===== src/hdl/ccpl_pkg.sv =====
// Shared constants, types and helper functions of the chassis current power limiter.
`default_nettype none
package ccpl_pkg;

  localparam int NUM_LANES = 4;
  localparam int DIV_STEPS = 16;
  localparam int NUM_W     = 36;
  localparam int DEN_W     = 24;
  localparam int ACC_W     = DEN_W + DIV_STEPS;
  localparam int DIV_BASE  = 3;
  localparam int STAGES    = DIV_BASE + DIV_STEPS + 1;

  localparam logic [1:0] REG_ERR_LIMIT = 2'd0;
  localparam logic [1:0] REG_SPEED_CAP = 2'd1;
  localparam logic [1:0] REG_POWER_THR = 2'd2;

  localparam logic [17:0] ERR_LIMIT_RST = 18'd40000;
  localparam logic [14:0] SPEED_CAP_RST = 15'd4096;
  localparam logic [15:0] POWER_THR_RST = 16'd7200;

  typedef struct packed {
    logic [16:0] mag;
    logic        cmd_neg;
    logic [15:0] err_mag;
    logic        err_neg;
  } lane_front_t;

  typedef struct packed {
    logic [NUM_W-1:0] num;
    logic [DEN_W-1:0] den;
    logic             neg;
  } div_op_t;

  // step factor numerator over 20, from buffer energy in joules
  function automatic logic [4:0] step_num(input logic [15:0] energy);
    logic [4:0] pn;
    if (energy < 16'd10) pn = 5'd2;
    else if (energy < 16'd20) pn = 5'd5;
    else if (energy < 16'd30) pn = 5'd6;
    else if (energy < 16'd35) pn = 5'd10;
    else if (energy < 16'd40) pn = 5'd14;
    else if (energy < 16'd50) pn = 5'd16;
    else pn = 5'd20;
    return pn;
  endfunction

  // apply sign; saturate positive results to 32767, negatives are not saturated
  function automatic logic [15:0] sat16(input logic neg, input logic [15:0] q);
    logic [15:0] r;
    if (neg) r = 16'(-q);
    else if (q[15]) r = 16'h7FFF;
    else r = q;
    return r;
  endfunction

endpackage
`default_nettype wire


===== src/hdl/ccpl_front.sv =====
// One wheel lane front: command magnitude and speed error, registered.
`default_nettype none
module ccpl_front
  import ccpl_pkg::*;
(
  input  wire logic        clk,
  input  wire logic        en,
  input  wire logic [15:0] cmd,
  input  wire logic [15:0] spd,
  output lane_front_t      front_r
);

  logic signed [16:0] cmd_x;
  logic signed [16:0] err;
  lane_front_t        front_nxt;

  always_comb begin
    cmd_x = {cmd[15], cmd};
    err   = cmd_x - {spd[15], spd};
    front_nxt.cmd_neg = cmd[15];
    front_nxt.mag     = cmd[15] ? 17'(-cmd_x) : cmd_x;
    front_nxt.err_neg = err[16];
    front_nxt.err_mag = err[16] ? 16'(-err) : err[15:0];
  end

  always_ff @(posedge clk) begin
    if (en) front_r <= front_nxt;
  end

endmodule
`default_nettype wire


===== config.mk =====
export PLATFORM = sky130hd
export DESIGN_NAME = ccpl_front
export DESIGN_NICKNAME = d
export VERILOG_FILES = /design/src/hdl/ccpl_pkg.sv /design/src/hdl/ccpl_front.sv
export SDC_FILE = /design/constraint.sdc
export NUM_CORES = 1
export LEC_CHECK = 0
export BUFFER_PORTS_ARGS = -buffer_cell sky130_fd_sc_hd__buf_4
export CAP_MARGIN = 20
export CORE_ASPECT_RATIO = 0.5
export CORE_MARGIN = 1
export CORE_UTILIZATION = 45
export DETAILED_ROUTE_END_ITERATION = 7
export PLACE_DENSITY = 0.77
export SETUP_SLACK_MARGIN = 0.02
export SYNTH_ARGS = -nofsm -noshare
export SYNTH_HDL_FRONTEND = slang
export SYNTH_SLANG_ARGS = --single-unit

===== constraint.sdc =====
create_clock -name clk -period 5.3 [get_ports clk]
set_input_delay 0.53 -clock clk [delete_from_list [all_inputs] [get_ports clk]]
set_output_delay 0.53 -clock clk [all_outputs]
set_load 0.005 [all_outputs]

Word level (Yosys, flattened, before mapping)
Cells that the tools add are included.

storage, ports and cells
  memories kept = 0
  register bits after elaboration = 35
  bits in latches = 0
  RAM bits = 0
  bits of input ports = 34
  logic and storage cells = 10
  output and inout port bits = 35
  memory bits (read-only) = 0

operators by class
  magnitude comparators = 0
  muxes and demuxes = 2
  reduce and logical (&&, ||, !) cells = 0
  eq/ne operators = 0
  multipliers = 0
  bitwise gates (word level) = 0
  shift-type cells = 0
  $add $sub $neg = 3
  div/mod/pow operators = 0

operator list
  kind                                            count
  16-bit negation with 17-bit output              1
  16-bit by 16-bit subtractor with 17-bit output  1
  16-bit two-way mux                              1
  16-bit negation                                 1
  15-bit two-way mux                              1

Logic depth before layout (Yosys ltp)
  depth after elaboration = 3
  gate-level depth with buffers = 12
  depth with buffers taken out = 12

Worst setup path before layout
Ideal clock, no wire load.

  path kind = input to register
  start point = input port cmd[0]
  end point = register front_r[16] (netlist name), data pin
  library setup time = 261 ps
  slack = 2071 ps
  buffers on the path = 0
  stages = 11
  data required time = 5039 ps
  data arrival time = 2967 ps
  cells stage by stage = inv_1 ha_1 fa_1 nand2b_1 a211o_1 a31o_2 xor2_1 and4_1 a41oi_2 a311oi_2 xnor2_1

RTL lines
  what                  RTL line          source
  start, declared       ccpl_front.sv:8   input wire logic [15:0] cmd,
  end signal, assigned  ccpl_front.sv:27  if (en) front_r <= front_nxt;
  end, declared         ccpl_front.sv:10  output lane_front_t front_r

==> results.md <==
* Status: complete, but fails checks
* Failing checks: design-rule violations
* Top cells by area, synth: edfxtp_1, xnor2_1, ha_1
* Multi-input logic area at 1560 um^2
* Number of global-route vias before repair at 2258
* CTS Buf Count at 5
* Setup TNS at 0 ps
* Mean post-synth cell area at 9.67 um^2
* First-pass GRT wire length at 10.4 mm
* Biggest register: front_r
* Post-Place Cell Area at 3310 um^2
* CTS HTree Levels at 2
* Fillers at 482
* Initial antenna violation count at 0
* Worst EP arrival at 3720 ps
* Initial DRT Pass Iterations at 6
* Cell row count at 19
* RSZ-0062 raised after global routing: false
* GR Util All Layers at 0.209
* Final instance area at 3440 um^2
* CTS Buffer Depth at 2
* Setup ws final at 1600 ps
* Fin crit period at 3700 ps
* Cell Pwr Density at 284 nW/um^2
* Synth cell types at 61
* Hold crit path type: in2reg
* Worst-path cell with the longest stage delay: a21oi_1
* Routed wire length at 6.47 mm
* Syn Nets at 336
* CTS tree: yes
* Grt ovf at 0
* Worst-path clk slew at 50 ps
* Layout cell share with drive strength beyond 1 at 0.246
* Fraction of registers with async set/reset at 0
* # hold bufs at CTS at 0
* Slew headroom at 0.425
* Synth area leader: edfxtp_1
* Worst path most repeated cell: a21oi_1
* Worst-margin pin slew at 863 ps
* Synth Warn # at 0
* EDFF count, synth at 35
* Top delay family on crit path: compound AO/OA/AOI/OAI gates
* P_leak at 1.46 nW
* 1st-iter DRT viols at 192
* Maximum VDD drop at 0.132 mV
* Post-CTS sizing at 0
* Largest stage delay, worst path at 680 ps
* Max-slew violations at 0
* Top_reg_cell synth: edfxtp_1
* Total core area at 5660 um^2
* DP Worst Slack at 1420 ps
* Maxcap violations at 0
* # diodes at 0
* WP data required at 5310 ps
* Fmax at 270 MHz
* Post-DP HPWL at 5.22 mm
* Drc violations at 6
* Gpl congestion at 0.883
* Worst-path cell chain: buf_4 -> inv_1 -> ha_1 -> fa_1 -> nand2b_1 -> a211o_1 -> a31o_2 -> a21oi_1 -> a21oi_1 -> a21oi_1 -> inv_1 -> o21ai_0 -> xnor2_1
* Register area share after synthesis at 0.384
* Synthesized flop and latch total at 35
* Die X at 112 um
* Final Hold Vio Count at 0
* Ports at 69
* Setup violators final at 0
* Max FFs per register at 35
* Area of the mapped netlist at 2740 um^2
* Share of the clock period used by the worst path at 0.699
* WP buf/inv at 3
* Pin count of the biggest net entering global routing at 36
* DIE AREA at 6420 um^2
* Crit path launch type: input pin
* Via density at 5.49
* Worst Path Max Fanout at 12
* # Post-CTS Setup Buffers at 0
* CTS root buf: clkbuf_16
* Antenna Nets Post-Route at 0
* Port bufs at 68
* Die Span Y at 57.1 um
* Post-Synthesis Cells at 283
* FF+latch area at 1050 um^2
* Area fraction of the dominant cell type after synthesis at 0.384
* Type of the worst setup path: in2reg
* Worst hold slack at 454 ps
* Post-layout net count at 405
* WL per Instance at 15.2 um
* Regs by FF count: front_r: 35 flops
* Total clock sinks at 35
* Via count at 2339
* Area grow syn2layout at 25.8%
* Power Total at 0.979 mW
* Starting density of the core at 0.484
* Worst setup EP type: register
==> path summary, 6_finish.rpt <==
check | slack, ps | cells after the start | end | startpoint
max | 1600 | 13 | front_r[6]$_DFFE_PP_ | cmd[0]
min | 450 | 1 | front_r[18]$_DFFE_PP_ | cmd[0]
==> synth_stat cells, drive strengths merged, types with 3 or more instances <==
library cell / n
or4: 3
a211oi: 4
nand2: 20
a211o: 3
nor2: 21
clkbuf: 4
xnor2: 27
and2: 7
mux2i: 3
or3: 4
a21o: 4
o21ai: 18
nand3: 4
a31oi: 4
ha: 18
inv: 25
nand2b: 7
a311oi: 3
nor2b: 3
edfxtp: 35
xor2: 7
a21oi: 20
==> layout by cell type (no fill, tap or decap), drive strengths merged, types with 6 or more instances in the layout <==
cell	Yosys	final
ha	18	18
edfxtp	35	35
buf	2	68
a21oi	20	20
nor2	21	21
clkbuf	4	6
nand2b	7	7
nand2	20	20
xnor2	27	27
and2	7	7
inv	25	25
xor2	7	7
o21ai	18	18
==> where the power goes <==
group          internal (mW)  switching [mW]  total (mW)
sequential             0.364          0.0120       0.376
combinational          0.161           0.177       0.338
clock                  0.170          0.0951       0.265
==> area by class of cell <==
cell class                 count  area share
clock inverter                 2     0.00218
timing repair buffer          68       0.148
sequential                    35       0.305
tap                           73      0.0265
multi-input combinational    217       0.453
inverter                      25      0.0273
clock buffer                   6      0.0374
==> stage by stage <==
step	utilization	std cells
floorplan	-	283
global placement	0.584	418
detailed placement	0.584	418
CTS	0.609	426
global route	0.609	426
finish	0.609	426
==> routing by layer <==
metal / global-route usage / wire length [um] / vias to the layer above
met1: 0.283 / 3010 / 1092
met2: 0.340 / 2920 / 66
met5: 0 / 0 / -
li1: - / - / 1174
met4: 0.0838 / 74 / 0
met3: 0.0383 / 454 / 7
==> logic make-up (layout without fill, tap and decap cells) <==
logic type	Yosys count	after routing	share of synthesized area
and+or+nand+nor	84	84	0.165
AOI/OAI and AO/OA	76	76	0.195
DFF	35	35	0.384
xor gates and xnor gates	34	34	0.109
buffers and inverters	31	101	0.0457
adders and majority gates	19	19	0.0896
muxes	3	3	0.0110
other	1	1	0.00137
No activity file was read; power rests on OpenSTA's default activity.
