File: src/hdl/ccpl_pkg.sv
// Shared constants, types and helper functions of the chassis current power limiter.
`default_nettype none
package ccpl_pkg;

  localparam int NUM_LANES = 4;
  localparam int DIV_STEPS = 16;
  localparam int NUM_W     = 36;
  localparam int DEN_W     = 24;
  localparam int ACC_W     = DEN_W + DIV_STEPS;
  localparam int DIV_BASE  = 3;
  localparam int STAGES    = DIV_BASE + DIV_STEPS + 1;

  localparam logic [1:0] REG_ERR_LIMIT = 2'd0;
  localparam logic [1:0] REG_SPEED_CAP = 2'd1;
  localparam logic [1:0] REG_POWER_THR = 2'd2;

  localparam logic [17:0] ERR_LIMIT_RST = 18'd40000;
  localparam logic [14:0] SPEED_CAP_RST = 15'd4096;
  localparam logic [15:0] POWER_THR_RST = 16'd7200;

  typedef struct packed {
    logic [16:0] mag;
    logic        cmd_neg;
    logic [15:0] err_mag;
    logic        err_neg;
  } lane_front_t;

  typedef struct packed {
    logic [NUM_W-1:0] num;
    logic [DEN_W-1:0] den;
    logic             neg;
  } div_op_t;

  // step factor numerator over 20, from buffer energy in joules
  function automatic logic [4:0] step_num(input logic [15:0] energy);
    logic [4:0] pn;
    if (energy < 16'd10) pn = 5'd2;
    else if (energy < 16'd20) pn = 5'd5;
    else if (energy < 16'd30) pn = 5'd6;
    else if (energy < 16'd35) pn = 5'd10;
    else if (energy < 16'd40) pn = 5'd14;
    else if (energy < 16'd50) pn = 5'd16;
    else pn = 5'd20;
    return pn;
  endfunction

  // apply sign; saturate positive results to 32767, negatives are not saturated
  function automatic logic [15:0] sat16(input logic neg, input logic [15:0] q);
    logic [15:0] r;
    if (neg) r = 16'(-q);
    else if (q[15]) r = 16'h7FFF;
    else r = q;
    return r;
  endfunction

endpackage
`default_nettype wire

File: src/hdl/ccpl_div.sv
// Lane divider: one restoring quotient bit per pipeline stage.
`default_nettype none
module ccpl_div
  import ccpl_pkg::*;
(
  input  wire logic                 clk,
  input  wire logic [DIV_STEPS-1:0] en,
  input  div_op_t                   op,
  output logic [15:0]               quot,
  output logic                      neg
);

  logic [ACC_W-1:0] acc_r [DIV_STEPS];
  logic [DEN_W-1:0] den_r [DIV_STEPS];
  logic             neg_r [DIV_STEPS];
  logic [ACC_W-1:0] acc_in  [DIV_STEPS];
  logic [DEN_W-1:0] den_in  [DIV_STEPS];
  logic [ACC_W-1:0] acc_nxt [DIV_STEPS];
  logic [DEN_W:0]   top     [DIV_STEPS];
  logic [DEN_W:0]   diff    [DIV_STEPS];

  always_comb begin
    for (int s = 0; s < DIV_STEPS; s++) begin
      if (s == 0) begin
        acc_in[s] = ACC_W'(op.num);
        den_in[s] = op.den;
      end else begin
        acc_in[s] = acc_r[s-1];
        den_in[s] = den_r[s-1];
      end
      top[s]  = acc_in[s][ACC_W-1:DIV_STEPS-1];
      diff[s] = top[s] - {1'b0, den_in[s]};
      if (!diff[s][DEN_W])
        acc_nxt[s] = {diff[s][DEN_W-1:0], acc_in[s][DIV_STEPS-2:0], 1'b1};
      else
        acc_nxt[s] = {acc_in[s][ACC_W-2:0], 1'b0};
    end
  end

  always_ff @(posedge clk) begin
    for (int s = 0; s < DIV_STEPS; s++) begin
      if (en[s]) begin
        acc_r[s] <= acc_nxt[s];
        den_r[s] <= den_in[s];
        neg_r[s] <= (s == 0) ? op.neg : neg_r[(s == 0) ? 0 : s-1];
      end
    end
  end

  assign quot = acc_r[DIV_STEPS-1][DIV_STEPS-1:0];
  assign neg  = neg_r[DIV_STEPS-1];

endmodule
`default_nettype wire

File: config.mk
export PLATFORM = sky130hd
export DESIGN_NAME = ccpl_div
export DESIGN_NICKNAME = d
export VERILOG_FILES = /design/src/hdl/ccpl_pkg.sv /design/src/hdl/ccpl_div.sv
export SDC_FILE = /design/constraint.sdc
export NUM_CORES = 2
export LEC_CHECK = 0
export BUFFER_PORTS_ARGS = -buffer_cell sky130_fd_sc_hd__buf_2
export CAP_MARGIN = 20
export CELL_PAD_IN_SITES_DETAIL_PLACEMENT = 1
export CELL_PAD_IN_SITES_GLOBAL_PLACEMENT = 2
export CORE_ASPECT_RATIO = 0.6
export CORE_MARGIN = 1.5
export CORE_UTILIZATION = 47
export CTS_BUF_LIST = sky130_fd_sc_hd__clkbuf_4
export DETAILED_ROUTE_END_ITERATION = 10
export HOLD_SLACK_MARGIN = 0.05
export PLACE_DENSITY = 0.81
export SKIP_CTS_REPAIR_TIMING = 1
export SLEW_MARGIN = 30
export SYNTH_ARGS = -nofsm -noshare
export SYNTH_HDL_FRONTEND = slang
export SYNTH_SLANG_ARGS = --single-unit
File: constraint.sdc
create_clock -name clk -period 5.4 [get_ports clk]
set_input_delay 0.54 -clock clk [delete_from_list [all_inputs] [get_ports clk]]
set_output_delay 0.54 -clock clk [all_outputs]
set_load 0.02 [all_outputs]
* Word level (Yosys, flattened, before mapping)
Memory sizes are Yosys's and may differ from the RTL's. Index checks and enable logic that the tools add are counted.
Storage, ports and cells: word-level logic and storage cells 67, memories 3, bits of input ports 78, output and inout bits 17, memory bits (writable) 1040, register bits 0
Memory list:
- acc_r | depth 16, bits a word 40, rd ports 16, clocked after Yosys merged registers in 0, wr ports 16, RTL line ccpl_div.sv:13 | logic [ACC_W-1:0] acc_r [DIV_STEPS];
- den_r | depth 16, bits a word 24, rd ports 15, clocked after Yosys merged registers in 0, wr ports 16, RTL line ccpl_div.sv:14 | logic [DEN_W-1:0] den_r [DIV_STEPS];
- neg_r | depth 16, bits a word 1, rd ports 16, clocked after Yosys merged registers in 0, wr ports 16, RTL line ccpl_div.sv:15 | logic neg_r [DIV_STEPS];
Operators by class: $add $sub $neg 16, multiplexer cells 48
Operator list (count):
- 2-to-1 mux 40 bit | 16
- subtractor 25 x 24 -> 25 bit | 15
- 2-to-1 mux 1 bit | 32
- subtractor 21 x 24 -> 25 bit | 1

* Longest topological paths before layout
An unclocked memory read counts as a cell.
word-level depth 3, mapped depth 15, depth with buffers taken out 14

* Worst setup path before layout
No wires, ideal clock.
path kind register to register, from memory acc_r[1][15] in the netlist's numbering, to memory acc_r[1][61] in the netlist's numbering, data pin, setup slack 1.699 ns, path buffers 1, clock period less this slack 3.701 ns, stages on the path, launching flop included 14, required time 5.140 ns, arrival time 3.441 ns, path through edfxtp_1 -> inv_1 -> ha_1 -> inv_1 -> fa_1 -> a211oi_2 -> o211ai_2 -> and3_4 -> a311o_1 -> a221o_1 -> a31o_4 -> o311ai_4 -> buf_8 -> mux2_4
RTL lines (RTL line):
- from (decl) | ccpl_div.sv:13

==> impl_metrics.ini <==
[synth]
syn_avg_cell_area_sq_um = 12.6
async_flop_share = 0
ys_ff_latch = 992
synth_edf_count = 992
seq_area_frac_synth = 0.564
syn_inst = 4187
syn_nets = 4660
syn_area_sq_um = 52800
ys.flop_type = edfxtp_1
synth-warning-count = 0
synth_cell_types = 93

[routing]
first_iter_violations = 2841
wl_per_cell_microns = 21.1
drt_wl_total_microns = 132000
antenna_left = 0
num_vias = 34600
drcViolationCount = 0
vias_per_cell = 5.52
dr.pass1.iters = 5

[layout]
drive_above_1_share = 0.177
nFillCells = 11300
design.final.nets = 5085
syn2layout_area_growth_pct = 12.6
register_area_sq_um = 29800
utilization = 0.538
multi_input_area_sq_um = 20900
finalInstanceArea_sq_um = 59400

[clocking]
cts_root_buf = clkbuf_4
cts_buffer_depth = 3
cts_buffers = 235
cts_tree = yes
clock-sinks = 992
htreeDepth = 4
clk_latency_ns = 1.25
path_clk_slew_ns = 0.07

[power]
ir_worst_vdd_v = 0.000356
switching_share = 0.379
intPower_uw = 22100
p_sw_uw = 13400
power.density_nw_per_um2 = 598
clkPwrFrac = 0.180
static-leakage-power_uw = 0.0245
p_seq_frac = 0.348
combPwrFrac = 0.472

[timing]
max_slew_margin = 0.295
grt_setup_unrepaired = no
holdWs_ns = 0.138
fmax_mhz = 198
slew_violations = 0
hold_violations = 0
fin_crit_ns = 5.06
fin_crit_sh = 0.937
fin_setup_tns_ns = 0
clock_skew_ns = 0.0794
tightest_slew_ns = 1.04
setup_viol = 0

[worst_setup_path]
worstPathRequired_ns = 6.35
reg2reg_depth = 13
cp-end-kind = flop
max_stage_delay_ns = 0.62
worstPathCellList = inv_1, ha_1, inv_1, fa_1, a211oi_2, o21ai_1, a2111oi_2, o21ai_1, a221oi_2, o21ai_0, a2111o_1, nand3_2, mux2_2
critical_path_peak_fanout = 25
path_class = flop to flop
start_kind = flop
arrival_ns = 6.01
crit_slowest_cell = a2111oi_2

[placement]
globalplace.congestion = 0.861
placed_area_sq_um = 55200
io_buffer_count = 94
dp_hpwl_microns = 97800

[floorplanning]
io_pins = 95
core_sq_um = 110000
start_util = 0.478
die_h_microns = 263
num_rows = 94
die_x_microns = 436
die_area_sq_um = 114000

[grt]
antenna_found_initial = 5
grt_first_pass_wirelength_microns = 207000
first_global_vias = 34800
grt_overflow_total = 0
track_usage = 0.230
grt_max_degree = 60

[worst_hold_path]
hold_path_class = input port to flop
holdPathStages = 2

[run]
max_cap_viol_count = 0

[run_status]
status = completed
## cell families (layout without fill, tap and decap cells)
| group | after synthesis | after routing | share of synthesized area |
|---|---|---|---|
| AO/OA/AOI/OAI | 919 | 919 | 0.114 |
| XOR/XNOR | 286 | 286 | 0.0477 |
| adder cells (fa/ha/maj) | 395 | 395 | 0.0957 |
| buffers and inverters | 549 | 1136 | 0.0407 |
| flip-flops | 992 | 992 | 0.564 |
| multiplexers | 329 | 329 | 0.0707 |
| other | 1 | 7 | 0.0000710 |
| AND/OR/NAND/NOR | 716 | 716 | 0.0666 |
## layer usage
layer,global-route usage,up-vias,wire length (microns)
met4,0.0527,4,1760
met5,0,-,27
met2,0.278,826,48400
li1,-,16500,-
met1,0.395,17100,73200
met3,0.0532,157,8640
## per-stage QoR
step	power, uW	instances	setup slack (ns)
6_report	35500	6268	0.342
5_1_grt	38000	6267	0.152
4_1_cts	35500	6142	0.473
3_5_place_dp	28900	5743	0.499
3_3_place_gp	28200	5743	0.652
2_1_floorplan	24400	4187	1.70
## sequential cells by signal, indices dropped and copies added (netlist names)
name	count
acc_r	616
den_r	360
neg_r	16
## path summary, 6_finish.rpt
path	slack (ns)	to	startpoint
worst min register to register	0.39	acc_r[1][49]	acc_r[1][8]
worst max register to register	0.34	acc_r[1][98]	acc_r[1][55]
worst max-delay path	0.34	acc_r[1][98]	acc_r[1][55]
worst min-delay path	0.14	den_r[0][1]	op[2]
## synthesized netlist by cell type (all sizes together) (41+ instances only)
cell type / count / share of area
nor2: 207 / 0.015
nand2: 161 / 0.011
inv: 479 / 0.034
xnor2: 194 / 0.032
nand3: 65 / 0.0063
xor2: 92 / 0.015
o21a: 60 / 0.0086
ha: 380 / 0.090
o21ai: 161 / 0.015
mux2: 300 / 0.065
edfxtp: 992 / 0.56
a21oi: 274 / 0.026
a21o: 153 / 0.022
nor3: 41 / 0.0039
## power by group through the flow
stage          sequential, uW  clock [uW]  combinational, uW
2_1_floorplan           12000           0              12400
5_1_grt                 12600        6950              18400
4_1_cts                 12400        6600              16500
3_5_place_dp            12500           0              16400
6_report                12300        6400              16800
3_3_place_gp            12500           0              15700
## area by class of cell
type	count	share of cell area
flip-flops and latches	992	0.501
multi-input cells	2646	0.352
clock buffers	347	0.0438
repair buffers	257	0.0342
well taps	1488	0.0313
inverters	480	0.0303
clock inverters	52	0.00676
diodes	6	0.000253
## cells in the final DEF (no fill, tap or decap), types with 59 or more instances in the layout
cell type        n
a21o_1         153
buf_2           94
mux2_2         271
o21a_1          59
nand2_1        161
dlygate4sd3_1  120
edfxtp_1       992
xor2_1          88
a21oi_1        273
nor2_1         207
inv_1          479
nand3_1         64
xnor2_1        189
clkbuf_4       347
ha_1           380
o21ai_0        154
## critical path, delay by kind of cell (launching register included)
family / cells / cell delay, ns
flip-flops: 1 / 0.35
AO/OA/AOI/OAI: 7 / 2.62
adder cells (fa/ha/maj): 2 / 0.61
multiplexers: 1 / 0.41
buffers and inverters: 2 / 0.14
AND/OR/NAND/NOR: 1 / 0.60
No activity file was read; power rests on OpenSTA's default activity.
