<file path="config.mk">
export PLATFORM = sky130hd
export DESIGN_NAME = ccpl_merge
export DESIGN_NICKNAME = d
export VERILOG_FILES = /design/src/hdl/ccpl_pkg.sv /design/src/hdl/ccpl_merge.sv
export SDC_FILE = /design/constraint.sdc
export NUM_CORES = 2
export LEC_CHECK = 0
export ABC_CLOCK_PERIOD_IN_PS = 6450
export BUFFER_PORTS_ARGS = -buffer_cell sky130_fd_sc_hd__buf_2
export CAP_MARGIN = 20
export CORE_ASPECT_RATIO = 2
export CORE_MARGIN = 1
export CORE_UTILIZATION = 35
export DETAILED_ROUTE_END_ITERATION = 10
export PLACE_DENSITY = 0.54
export SLEW_MARGIN = 10
export SYNTH_ARGS = -nofsm -noshare
export SYNTH_HDL_FRONTEND = slang
export SYNTH_SLANG_ARGS = --single-unit
</file>
<file path="constraint.sdc">
create_clock -name clk -period 6.45 [get_ports clk]
set_input_delay 0.645 -clock clk [delete_from_list [all_inputs] [get_ports clk]]
set_output_delay 0.645 -clock clk [all_outputs]
set_load 0.005 [all_outputs]
</file>
<file path="src/hdl/ccpl_pkg.sv">
// Shared constants, types and helper functions of the chassis current power limiter.
`default_nettype none
package ccpl_pkg;

  localparam int NUM_LANES = 4;
  localparam int DIV_STEPS = 16;
  localparam int NUM_W     = 36;
  localparam int DEN_W     = 24;
  localparam int ACC_W     = DEN_W + DIV_STEPS;
  localparam int DIV_BASE  = 3;
  localparam int STAGES    = DIV_BASE + DIV_STEPS + 1;

  localparam logic [1:0] REG_ERR_LIMIT = 2'd0;
  localparam logic [1:0] REG_SPEED_CAP = 2'd1;
  localparam logic [1:0] REG_POWER_THR = 2'd2;

  localparam logic [17:0] ERR_LIMIT_RST = 18'd40000;
  localparam logic [14:0] SPEED_CAP_RST = 15'd4096;
  localparam logic [15:0] POWER_THR_RST = 16'd7200;

  typedef struct packed {
    logic [16:0] mag;
    logic        cmd_neg;
    logic [15:0] err_mag;
    logic        err_neg;
  } lane_front_t;

  typedef struct packed {
    logic [NUM_W-1:0] num;
    logic [DEN_W-1:0] den;
    logic             neg;
  } div_op_t;

  // step factor numerator over 20, from buffer energy in joules
  function automatic logic [4:0] step_num(input logic [15:0] energy);
    logic [4:0] pn;
    if (energy < 16'd10) pn = 5'd2;
    else if (energy < 16'd20) pn = 5'd5;
    else if (energy < 16'd30) pn = 5'd6;
    else if (energy < 16'd35) pn = 5'd10;
    else if (energy < 16'd40) pn = 5'd14;
    else if (energy < 16'd50) pn = 5'd16;
    else pn = 5'd20;
    return pn;
  endfunction

  // apply sign; saturate positive results to 32767, negatives are not saturated
  function automatic logic [15:0] sat16(input logic neg, input logic [15:0] q);
    logic [15:0] r;
    if (neg) r = 16'(-q);
    else if (q[15]) r = 16'h7FFF;
    else r = q;
    return r;
  endfunction

endpackage
`default_nettype wire

</file>
<file path="src/hdl/ccpl_merge.sv">
// Merge of the four lanes: peak magnitude, error sum, then divider operands.
`default_nettype none
module ccpl_merge
  import ccpl_pkg::*;
(
  input  wire logic        clk,
  input  wire logic        en_prod,
  input  wire logic        en_oper,
  input  lane_front_t      front [NUM_LANES],
  input  wire logic [4:0]  pn,
  input  wire logic        path_prod,
  input  wire logic [17:0] err_limit,
  input  wire logic [14:0] speed_cap,
  output div_op_t          op_r [NUM_LANES]
);

  logic [16:0] mx_nxt, mx_r;
  logic [17:0] sum_nxt, sum_r;
  logic [31:0] prodc_r [NUM_LANES];
  logic [20:0] prodp_r [NUM_LANES];
  logic [16:0] mag_r [NUM_LANES];
  logic        cneg_r [NUM_LANES];
  logic        eneg_r [NUM_LANES];
  logic [16:0] mx01, mx23;
  logic [17:0] lim, dmax;
  logic [DEN_W-1:0] den20;
  logic        exceed;

  always_comb begin
    mx01 = (front[0].mag > front[1].mag) ? front[0].mag : front[1].mag;
    mx23 = (front[2].mag > front[3].mag) ? front[2].mag : front[3].mag;
    mx_nxt  = (mx01 > mx23) ? mx01 : mx23;
    sum_nxt = 18'(front[0].err_mag) + 18'(front[1].err_mag)
            + 18'(front[2].err_mag) + 18'(front[3].err_mag);
  end

  always_ff @(posedge clk) begin
    if (en_prod) begin
      mx_r  <= mx_nxt;
      sum_r <= sum_nxt;
      for (int i = 0; i < NUM_LANES; i++) begin
        prodc_r[i] <= 32'(front[i].mag * speed_cap);
        prodp_r[i] <= 21'(front[i].err_mag * pn);
        mag_r[i]   <= front[i].mag;
        cneg_r[i]  <= front[i].cmd_neg;
        eneg_r[i]  <= front[i].err_neg;
      end
    end
  end

  // share = |e| * pn * 32768 / (max(S, L) * 20)
  always_comb begin
    lim    = (err_limit == 18'd0) ? 18'd1 : err_limit;
    dmax   = (sum_r > lim) ? sum_r : lim;
    den20  = {dmax, 4'b0} + {2'b0, dmax, 2'b0} ;
    exceed = mx_r > {2'b0, speed_cap};
  end

  always_ff @(posedge clk) begin
    if (en_oper) begin
      for (int i = 0; i < NUM_LANES; i++) begin
        if (path_prod) begin
          op_r[i].neg <= cneg_r[i];
          op_r[i].num <= exceed ? NUM_W'(prodc_r[i]) : NUM_W'(mag_r[i]);
          op_r[i].den <= exceed ? DEN_W'(mx_r) : DEN_W'(1);
        end else begin
          op_r[i].neg <= eneg_r[i];
          op_r[i].num <= {prodp_r[i], 15'b0};
          op_r[i].den <= den20;
        end
      end
    end
  end

endmodule
`default_nettype wire

</file>
== Word level (Yosys, flattened, before mapping) ==
Memory sizes are Yosys's and may differ from the RTL's.
Cells that the tools add are included.

* $add $sub $neg: 4
* Multipliers: 8
* Div/mod/pow operators: 0
* $lt $le $gt $ge: 5
* Equality and inequality tests: 0
* Shift operators: 0
* Multiplexer cells: 16
* Bitwise operators: 0
* Reduce and logical (&&, ||, !) cells: 1

{| class="wikitable"
|+ Operators by type and width
! kind !! count
|-
| two-way mux 61 bit || 4
|-
| multiplier 17 x 15 -> 32 bit || 4
|-
| two-way mux 32 bit || 4
|-
| multiplier 16 x 5 -> 21 bit || 4
|-
| two-way mux 17 bit || 4
|-
| greater-than comparator 17 bit || 3
|-
| two-way mux 18 bit || 2
|-
| adder 22 x 20 -> 23 bit || 1
|-
| adder 17 x 16 -> 18 bit || 1
|-
| adder 18 x 16 -> 18 bit || 1
|-
| greater-than comparator 18 bit || 1
|-
| logical NOT 18 bit || 1
|-
| adder 16 x 16 -> 17 bit || 1
|-
| greater-than comparator 17 x 15 -> 1 bit || 1
|-
| two-way mux 1 bit || 2
|}

* Bits in registers: 279
* Latch bits: 0
* Memory bits (writable): 288
* Memory bits (read-only): 0
* Input port bits: 182
* Output and inout port bits: 244
* Logic and storage cells: 57
* Memories kept: 5

{| class="wikitable"
|+ Memory list
! name !! depth !! bits a word !! rd ports !! clocked after memory_dff !! wr ports !! RTL line !! text
|-
| prodc_r || 4 || 32 || 4 || 0 || 4 || ccpl_merge.sv:19 || <nowiki>logic [31:0] prodc_r [NUM_LANES];</nowiki>
|-
| prodp_r || 4 || 21 || 4 || 0 || 4 || ccpl_merge.sv:20 || <nowiki>logic [20:0] prodp_r [NUM_LANES];</nowiki>
|-
| mag_r || 4 || 17 || 4 || 0 || 4 || ccpl_merge.sv:21 || <nowiki>logic [16:0] mag_r [NUM_LANES];</nowiki>
|-
| cneg_r || 4 || 1 || 4 || 0 || 4 || ccpl_merge.sv:22 || <nowiki>logic cneg_r [NUM_LANES];</nowiki>
|-
| eneg_r || 4 || 1 || 4 || 0 || 4 || ccpl_merge.sv:23 || <nowiki>logic eneg_r [NUM_LANES];</nowiki>
|}

== Depth between registers and ports, before layout ==
* Depth in word-level cells: 6
* Mapped depth: 27
* Depth with buffers taken out: 24

== Worst setup path before layout ==
No wires, ideal clock.

* Path type: input-to-reg
* From: in speed_cap[1]
* To: mem prodc_r[1][28] (data pin)
* Setup time: 0.258 ns
* Arrival time: 6.388 ns
* Path slack: -0.196 ns
* Stages: 24
* Path through: inv_1 -> clkbuf_1 -> clkbuf_1 -> nor2_1 -> fa_1 -> inv_1 -> fa_1 -> inv_1 -> fa_1 -> fa_1 -> fa_1 -> inv_1 -> fa_1 -> inv_1 -> ha_1 -> and2_1 -> a221oi_2 -> o21ai_1 -> a31oi_1 -> o41ai_2 -> a221o_1 -> a21o_1 -> a21oi_1 -> xnor2_1

{| class="wikitable"
|+ RTL lines
! what !! RTL line !! text
|-
| start: declaration || ccpl_merge.sv:13 || <nowiki>input wire logic [14:0] speed_cap,</nowiki>
|-
| end: declaration || ccpl_merge.sv:19 ||
|}

==> impl_results.md <==
* Status: complete, no violations
* Filler cells at 18,100
* Pwr Density at 555 mW/mm^2
* Setup Fix Bufs, Post-CTS at 0
* WP buf/inv at 7
* Area contributors post-synth: fa_1 30%, edfxtp_1 23%, ha_1 12%, inv_1 6.7%, and2_1 4.5%
* Antenna violations before repair at 29
* Post-DR vias/cell at 4.99
* Netlist cell types at 83
* Gr ovfl total at 0
* Post-synth EDFFs at 494
* Peak supply drop at 0.689 mV
* #FFs+latches synth at 494
* Drc violations at 0
* CP max FO at 8
* Type of the worst setup path: in2reg
* Core Util, Final at 0.410
* Clock Pin Slew Worst Setup and Hold Paths at 0.07 ns
* CTS Root Cell: clkbuf_16
* Leading area contributor after synthesis: fa_1
* Most common cell in the synthesized netlist: inv_1
* Slowest CP cell: fa_1
* Final hold viol count at 0
* Slew HR at 0.304
* Die span in y at 609 um
* Met2 WL at 113,000 um
* Reg2Reg Launch Point: sum_r[5]
* Most used cell, CP: fa_1
* Crit path cell chain: buf_2 > buf_4 > and2_1 > fa_1 > inv_1 > fa_1 > inv_1 > fa_1 > fa_1 > fa_1 > inv_1 > fa_1 > inv_1 > ha_1 > a21o_1 > a21o_1 > a21o_1 > a31oi_1 > nor2b_1 > o311ai_4 > buf_4 > a31oi_1 > nor2_1 > xnor2_1
* Core area at 0.183 sq mm
* Worst setup SP type: input pin
* Placer Congestion at 0.926
* Fin crit share at 0.968
* Maxcap violations at 0
* Inserted Clock Buffers at 55
* Critical R2R Capture: op_r[23]
* Max incr delay on CP at 0.59 ns
* Main synth FF type: edfxtp_1
* HPWL Detailed at 180,000 um
* CTS Buffer Depth at 3
* RSZ-0062 raised after global routing: false
* Core Rows at 222
* Leakage power at 37.1 nW
* Post-layout nets at 9,048
* DR iter-0 viols at 2,200
* Max-slew violations at 0
* Clk sinks at 494
* Final setup fails at 0
* Crit-path leading delay family: adder cells
* Syn Area/Cell at 9.87 sq um
* Final wirelength at 214,000 um
* Actual slew at the worst max-slew pin at 1.04 ns
* Setup ws final at 0.207 ns
* Clock Latency Late Sink at 0.70 ns
* Synthesized area at 0.0645 sq mm
* Largest net degree at the start of global routing at 131
* Via count at 48,400
* Critical Path RT at 6.90 ns
* TritonRoute pass-1 iters at 5
* Global-route wire length before repair at 322,000 um
* Top post-synthesis cells by count: 1,146 x inv_1, 973 x fa_1, 761 x nand2_1
* Io pins at 426
* Top Metal Used: met5
* Critical path arrival at 6.69 ns
* Setup WS pre-CTS at -0.571 ns
* Cells after Synth at 6,528
* Synth warn at 0
* Die ar. at 0.186 sq mm
* Sequential fraction of the synthesis area at 0.230
* Clock H-tree levels at 2
* Drt wl/cell at 22.1 um
* Starting Density at 0.353
* Number of global-route vias before repair at 53,200
* Worst R2R Path Depth at 19
* Met3 WL at 8750 um
* Minimum period implied by the final worst setup slack at 6.24 ns
* Worst Clk Skew at 0.0525 ns
* Post-DRT Antenna Nets at 0
* R2R setup slack at 1.35 ns
* Critical path endpoint: prodc_r[2][30]
* CTS tree: built
* Port buffer count at 421
* Ys async rst share at 0
* Type of the most critical hold path: in2reg
* M1 WL at 75,200 um
* Fmax at 0.160 GHz
* Crit path depth at 24
* Post-synth top area share at 0.302
* Share of layout cells above drive strength 1 at 0.160
* Die Wd at 305 um
* Syn-to-layout area delta at 16.4%
* Crit. End Element: register
* Total Routing Usage GR at 0.234
* Setup crit start: speed_cap[0]
==> power by group <==
group | total (mW) | internal [mW] | switching, mW | leakage, nW
registers | 6.32 | 5.90 | 0.421 | 4.89
clock network | 3.43 | 1.89 | 1.55 | 0.902
logic | 31.9 | 14.9 | 17.0 | 31.3
==> kinds of logic after synthesis <==
logic type      synth area share
other cells            0.0000582
simple gates               0.144
xor+xnor                  0.0274
compound gates            0.0663
mux                       0.0170
fa+ha+maj                  0.422
flops                      0.230
buf+inv                   0.0931
==> worst register-to-register path, delay by kind of cell (launching register included) <==
kind	cells	cell delay [ns]
compound gates	10	2.49
fa+ha+maj	3	1.08
simple gates	4	0.67
flops	1	0.43
buf+inv	2	0.28
==> worst min-delay path by stage <==
stage,to,cells past startpoint,start
2_1_floorplan,op_r[118],1,prodp_r[2][17]
3_3_place_gp,op_r[0],1,cneg_r[3]
3_5_place_dp,op_r[241],1,prodp_r[0][18]
4_1_cts,cneg_r[3],1,front[17]
5_1_grt,eneg_r[3],1,front[0]
6_report,cneg_r[3],1,front[17]
==> layout by cell type, fill, tap and decap left out, types with 20 or more instances in the layout <==
cell type,instances
a21o_1,76
a21oi_1,174
and2_1,463
and3_1,24
buf_12,39
buf_2,416
buf_4,569
clkbuf_16,56
clkinv_1,31
edfxtp_1,494
fa_1,973
ha_1,617
inv_1,1145
mux2i_1,105
nand2_1,761
nand2b_1,25
nand3_1,117
nand4_1,20
nor2_1,359
nor2b_1,112
nor3_1,42
o211ai_1,22
o21a_1,40
o21ai_0,133
o21ai_1,33
o21bai_1,25
xnor2_1,149
xor2_1,53
==> timing repair <==
item,4_1_cts,5_1_grt
resized for setup,0,7
setup endpoints to repair,0,6
hold buffers,0,0
==> registers in the layout, indices dropped and copies added, names as in the netlist <==
register and flops:
eneg_r 4, op_r 171, cneg_r 4, mag_r 68, prodc_r 128, sum_r 18, mx_r 17, prodp_r 84
==> final cells by class <==
| type | instances | area, sq um | share of cell area |
|---|---|---|---|
| clock inverter | 43 | 474 | 0.00632 |
| multi-input combinational | 4520 | 43700 | 0.583 |
| sequential | 494 | 14800 | 0.198 |
| inverter | 1176 | 4410 | 0.0589 |
| antenna | 13 | 32.5 | 0.000434 |
| tap | 2352 | 2940 | 0.0392 |
| clock buffer | 60 | 1420 | 0.0189 |
| timing repair buffer | 1029 | 7190 | 0.0959 |
==> per-layer routing <==
metal / GRT usage / vias up
met3: 0.0285 / 483
met2: 0.434 / 1278
met4: 0.162 / 22
li1: - / 22100
met1: 0.243 / 24500
met5: 0 / -
==> stage by stage <==
stage / setup TNS, ns / hold slack (ns) / std cells / total power, mW / area, sq um
floorplan: 0 / 0.509 / 6531 / 25.4 / 64500
detailed placement: -12.86 / 0.529 / 9570 / 38.1 / 73000
finish: 0 / 0.118 / 9687 / 41.7 / 75000
global placement: -12.39 / 0.527 / 9570 / 38.0 / 73000
global route: 0 / 0.0863 / 9678 / 46.0 / 75000
CTS: 0 / 0.0451 / 9673 / 42.1 / 74900
(Power assumes the default switching activity.)
